--- config.mk ---
export PLATFORM = sky130hd
export DESIGN_NAME = cht_ctrl
export DESIGN_NICKNAME = d
export VERILOG_FILES = /design/src/rtl/core/cht_pkg.sv /design/src/rtl/core/cht_ctrl.sv
export SDC_FILE = /design/constraint.sdc
export NUM_CORES = 1
export LEC_CHECK = 0
export BUFFER_PORTS_ARGS = -buffer_cell sky130_fd_sc_hd__buf_2
export CAP_MARGIN = 5
export CORE_AREA = 2 2 39 41
export DETAILED_ROUTE_END_ITERATION = 12
export DIE_AREA = 0 0 41 43
export GPL_TIMING_DRIVEN = 0
export SLEW_MARGIN = 20
export SYNTH_ARGS = -nofsm -noshare
export SYNTH_HDL_FRONTEND = slang
export SYNTH_SLANG_ARGS = --single-unit
--- constraint.sdc ---
create_clock -name clk -period 1.2 [get_ports clk]
set_clock_uncertainty 0.05 [all_clocks]
set_input_delay 0 -clock clk [delete_from_list [all_inputs] [get_ports clk]]
set_output_delay 0 -clock clk [all_outputs]
set_load 0.01 [all_outputs]
--- src/rtl/core/cht_pkg.sv ---
package cht_pkg;

    localparam int DEF_NUM_BUCKETS  = 64;
    localparam int DEF_BUCKET_DEPTH = 16;
    localparam int DEF_KEY_BITS     = 32;

    localparam int KEY_PORT_W = 32;
    localparam int VALUE_W    = 32;
    localparam int ENTRY_W    = 11;
    localparam int STATUS_W   = 3;

    localparam logic OP_INSERT = 1'b0;
    localparam logic OP_LOOKUP = 1'b1;

    typedef enum logic [STATUS_W-1:0] {
        ST_INSERTED = 3'd0,
        ST_REPLACED = 3'd1,
        ST_DROPPED  = 3'd2,
        ST_HIT      = 3'd3,
        ST_MISS     = 3'd4
    } status_t;

    typedef struct packed {
        logic clear;
        logic load;
        logic mod_step;
        logic fill_rd;
        logic scan_start;
        logic scan;
        logic commit;
    } cht_cmd_t;

    typedef struct packed {
        logic clr_last;
        logic mod_last;
        logic scan_done;
    } cht_stat_t;

endpackage

--- src/rtl/core/cht_ctrl.sv ---
module cht_ctrl (
    input  logic                clk,
    input  logic                rst_n,
    input  logic                start,
    output logic                busy,
    output logic                done,
    output cht_pkg::cht_cmd_t   cmd,
    input  cht_pkg::cht_stat_t  stat
);

    typedef enum logic [2:0] {
        S_CLEAR,
        S_IDLE,
        S_MOD,
        S_FILL,
        S_SCAN_START,
        S_SCAN,
        S_COMMIT
    } state_t;

    state_t state_reg;
    state_t state_next;
    logic   busy_reg;
    logic   done_reg;

    always_comb
    begin
        state_next = state_reg;
        case (state_reg)
            S_CLEAR:      if (stat.clr_last) state_next = S_IDLE;
            S_IDLE:       if (start) state_next = S_MOD;
            S_MOD:        if (stat.mod_last) state_next = S_FILL;
            S_FILL:       state_next = S_SCAN_START;
            S_SCAN_START: state_next = S_SCAN;
            S_SCAN:       if (stat.scan_done) state_next = S_COMMIT;
            S_COMMIT:     state_next = S_IDLE;
            default:      state_next = S_IDLE;
        endcase
    end

    always_comb
    begin
        cmd            = '0;
        cmd.clear      = (state_reg == S_CLEAR);
        cmd.load       = (state_reg == S_IDLE) && start;
        cmd.mod_step   = (state_reg == S_MOD);
        cmd.fill_rd    = (state_reg == S_FILL);
        cmd.scan_start = (state_reg == S_SCAN_START);
        cmd.scan       = (state_reg == S_SCAN);
        cmd.commit     = (state_reg == S_COMMIT);
    end

    always_ff @(posedge clk or negedge rst_n)
    begin
        if (!rst_n)
        begin
            state_reg <= S_CLEAR;
            busy_reg  <= 1'b1;
            done_reg  <= 1'b0;
        end
        else
        begin
            state_reg <= state_next;
            busy_reg  <= (state_next != S_IDLE);
            done_reg  <= (state_reg == S_COMMIT);
        end
    end

    assign busy = busy_reg;
    assign done = done_reg;

endmodule

# ---- Word level (Yosys, flattened, before mapping)
# Cells that the tools add are included.
dict set report word_totals {
  romBits 0
  mem_bits_rw 0
  reg_bits 5
  in_bits 6
  elab_cells 17
  latch_bits 0
  mem_count 0
}
dict set report op_classes {
  order_cmp 0
  reduce_logical 2
  div_mod_pow 0
  shift 0
  eq_ne 7
  n_mux 5
  bitwise 0
  add_sub_neg 0
  mul 0
}
# cell count
set ops {}
lappend ops {{3-bit case mux with 6 select lines} 1}
lappend ops {{3-bit two-way mux} 4}
lappend ops {{3-bit equality test (second input constant)} 3}
lappend ops {{3-bit by 2-bit equality test with 1-bit output (second input constant)} 2}
lappend ops {{3-bit by 1-bit equality test with 1-bit output (second input constant)} 1}
lappend ops {{3-bit zero test} 1}
lappend ops {{3-bit by 1-bit != test with 1-bit output (second input constant)} 1}
lappend ops {{1-bit logical AND} 1}

# ---- Logic depth before layout (Yosys ltp)
dict set report logic_depth {
  word_depth 3
  ltp_mapped 4
}

# ---- Worst setup path after synthesis
# OpenSTA, ideal clock, no wires.
dict set report synth_timing {
  path_kind {flip-flop to flip-flop}
  startpoint {register state_reg[2]}
  endpoint {register state_reg[2]}
  slack_ns 0.099
  synth_period_minus_slack_ns 1.101
  stages_incl_launch_ff 5
  arrival_time_ns 0.973
  cell_sequence {dfrtp_1 -> buf_2 -> nand2b_1 -> nor2_1 -> o21bai_1}
}
# item line_no
set synth_rtl {}
lappend synth_rtl {{from (decl)} cht_ctrl.sv:21} ;# state_t state_reg;
lappend synth_rtl {{from (signal assigned)} cht_ctrl.sv:63} ;# state_reg <= state_next;

==> metrics.yaml <==
outcome:
  status: "completed"
cells_and_area:
  fillers: 151
  fin_cells: 66
  finalInstanceArea_um2: 424
  seq_area_um2: 130
  drive_gt1_frac: 0.600
  multiInputGateArea_um2: 133
  fin_nets: 57
  syn_to_final_growth_pct: 68.7
  largest_reg_flops: 3
  fin_util: 0.307
  diodes: 0
timing:
  finalSetupViolations: 0
  rsz0062_at_grt: "true"
  max_slew_margin: 0.784
  finalCritPeriodShare: 0.972
  maxSlewViolCount: 0
  period_minus_slack_ns: 1.17
  worstMarginPinSlew_ns: 0.323
  max_freq_mhz: 857
  final_hold_viol_count: 0
synthesis:
  ys_seq_area_frac: 0.502
  yosys_warnings: 0
  syn_nets: 35
  synthTopCellsByArea: "dfrtp_1 (40%), dfstp_2 (10%), nand2b_1 (7.5%)"
  yosysUniqueCellTypes: 15
  synth_area_leader_cell: "dfrtp_1"
  yosys_register_bits: 5
  yosysTopAreaCellShare: 0.398
  syn_inst: 29
  ys.flop_type: "dfrtp_1"
  synth_area_per_cell_um2: 8.67
  synth_edf_count: 0
  syn_area_um2: 251
  async_reset_ff_frac: 1.00
place:
  place_congestion: 0.741
  dp_hpwl_um: 449
  dpl.cell_count: 59
  io_buffers: 14
  post_dp_cell_area_um2: 342
global_routing:
  overflow: 0
  grt_use_total: 0.0806
  grt_max_degree: 10
  grt_pass1_vias: 236
  grt_pass1_wl_um: 924
  antenna_found_initial: 0
clock_tree:
  htree_levels: 1
  clockBufferDepth: 2
  cts_buffers: 3
  clk_pin_slew_ns: 0.04
  cts_tree: "built"
  cts-root-buf: "clkbuf_4"
  clock_sinks: 5
  clock_latency_ns: 0.24
worst_setup_path:
  cp-end-kind: "primary output"
  worst-path-buf-inv: 2
  crit_slowest_cell: "dfrtp_2"
  cp_max_fo: 7
  path_class: "flop to primary output"
  regToRegStartpoint: "state_reg[2]"
  cp.required_ns: 1.15
  cp-start-kind: "flop"
  arrival_ns: 1.12
  crit_family: "flip-flops"
  cp_cell_sequence: "buf_4 -> nand2b_4 -> nor2_2 -> buf_2"
  crit_start: "state_reg[1]"
  cpPeakStageDelay_ns: 0.42
drt:
  avgRoutedWirePerCell_um: 10.4
  drtAntennaViolNets: 0
  initialDrtViolationCount: 3
  vias_per_cell: 4.18
  first_pass_iters: 2
  detail_route.wirelength_um: 684
  drc: 0
  via_count: 276
floorplanning:
  die_width_um: 41
  rows: 14
  die-area_mm2: 0.00176
  initial_core_util: 0.182
  design.core.area_mm2: 0.00138
  ios: 15
  dieHeight_um: 43
power_and_ir_drop:
  power_density_mw_per_mm2: 2590
  power.static_leakage_uw: 0.000218
  vdd_drop_max_uv: 660
flow_run:
  maxCapViolCount: 0
hold_path:
  hold_start: "stat[2]"
  hp-class: "input pin to flop"
==> synthesized netlist by cell type, types with 2 or more instances <==
cell	n
inv_1	2
nor2_1	5
dfrtp_1	4
nand2b_1	3
a21oi_1	3
nor3_1	3
==> where the power goes <==
part,switching [uW],internal [uW],total [uW]
sequential,103,257,359
combinational,270,273,543
clock,69.9,126,196
==> layout make-up <==
cell class              count  share of cell area
well taps                  16              0.0472
multi-input cells          20               0.313
inverters                   2              0.0177
repair buffers             19               0.254
flip-flops and latches      5               0.307
clock buffers               4              0.0619
==> worst register-to-register path, stage by stage, from the launching register on <==
cell and delay, ns:
dfrtp_2 0.44, clkbuf_2 0.15, a2111oi_1 0.33, a21oi_1 0.10
==> metal layers <==
| metal | track usage | share of wire | up-vias |
|---|---|---|---|
| met5 | 0 | 0 | - |
| met4 | 0.0600 | 0 | 0 |
| met3 | 0.0314 | 0.082 | 0 |
| met2 | 0.113 | 0.47 | 11 |
| met1 | 0.0945 | 0.45 | 126 |
| li1 | - | - | 139 |
==> cell usage in the layout, fill, tap and decap left out, types with 2 or more instances in the layout <==
| master | instances |
|---|---|
| buf_4 | 3 |
| buf_2 | 14 |
| a21oi_1 | 3 |
| nor2_1 | 3 |
| clkbuf_4 | 3 |
| nand2b_4 | 2 |
| nor3_1 | 3 |
| dfrtp_2 | 3 |
==> worst paths after layout <==
check / endpoint / slack, ns / cells past startpoint
max: cmd[3] / 0.03 / 4
min: state_reg[0] / 0.03 / 3
max reg2reg: busy / 0.05 / 3
min reg2reg: state_reg[2] / 0.49 / 1
max in group asynchronous: busy / 0.83 / 2
min in group asynchronous: done / 0.06 / 2
==> timing repair <==
item	CTS	global route
setup endpoints to repair	4	5
hold buffers	1	0
endpoints found under the hold margin	5	0
pin swaps	1	0
resized for setup	6	3
buffers inserted	1	3
cloned	0	0
==> stage by stage <==
step / setup TNS (ns) / hold WS, ns / power (uW) / setup WS, ns
2_1_floorplan: 0 / -0.346 / 590 / 0.0986
3_3_place_gp: 0 / -0.233 / 736 / 0.0329
3_5_place_dp: 0 / -0.232 / 749 / 0.0562
4_1_cts: 0 / 0.0242 / 998 / 0.0167
5_1_grt: -0.0399 / 0.0300 / 1180 / -0.0243
6_report: 0 / 0.0348 / 1100 / 0.0333
==> logic make-up after synthesis <==
family,synth area share
simple gates,0.299
flops,0.503
compound gates,0.129
buf+inv,0.0696
Power figures use the tool's default switching activity.
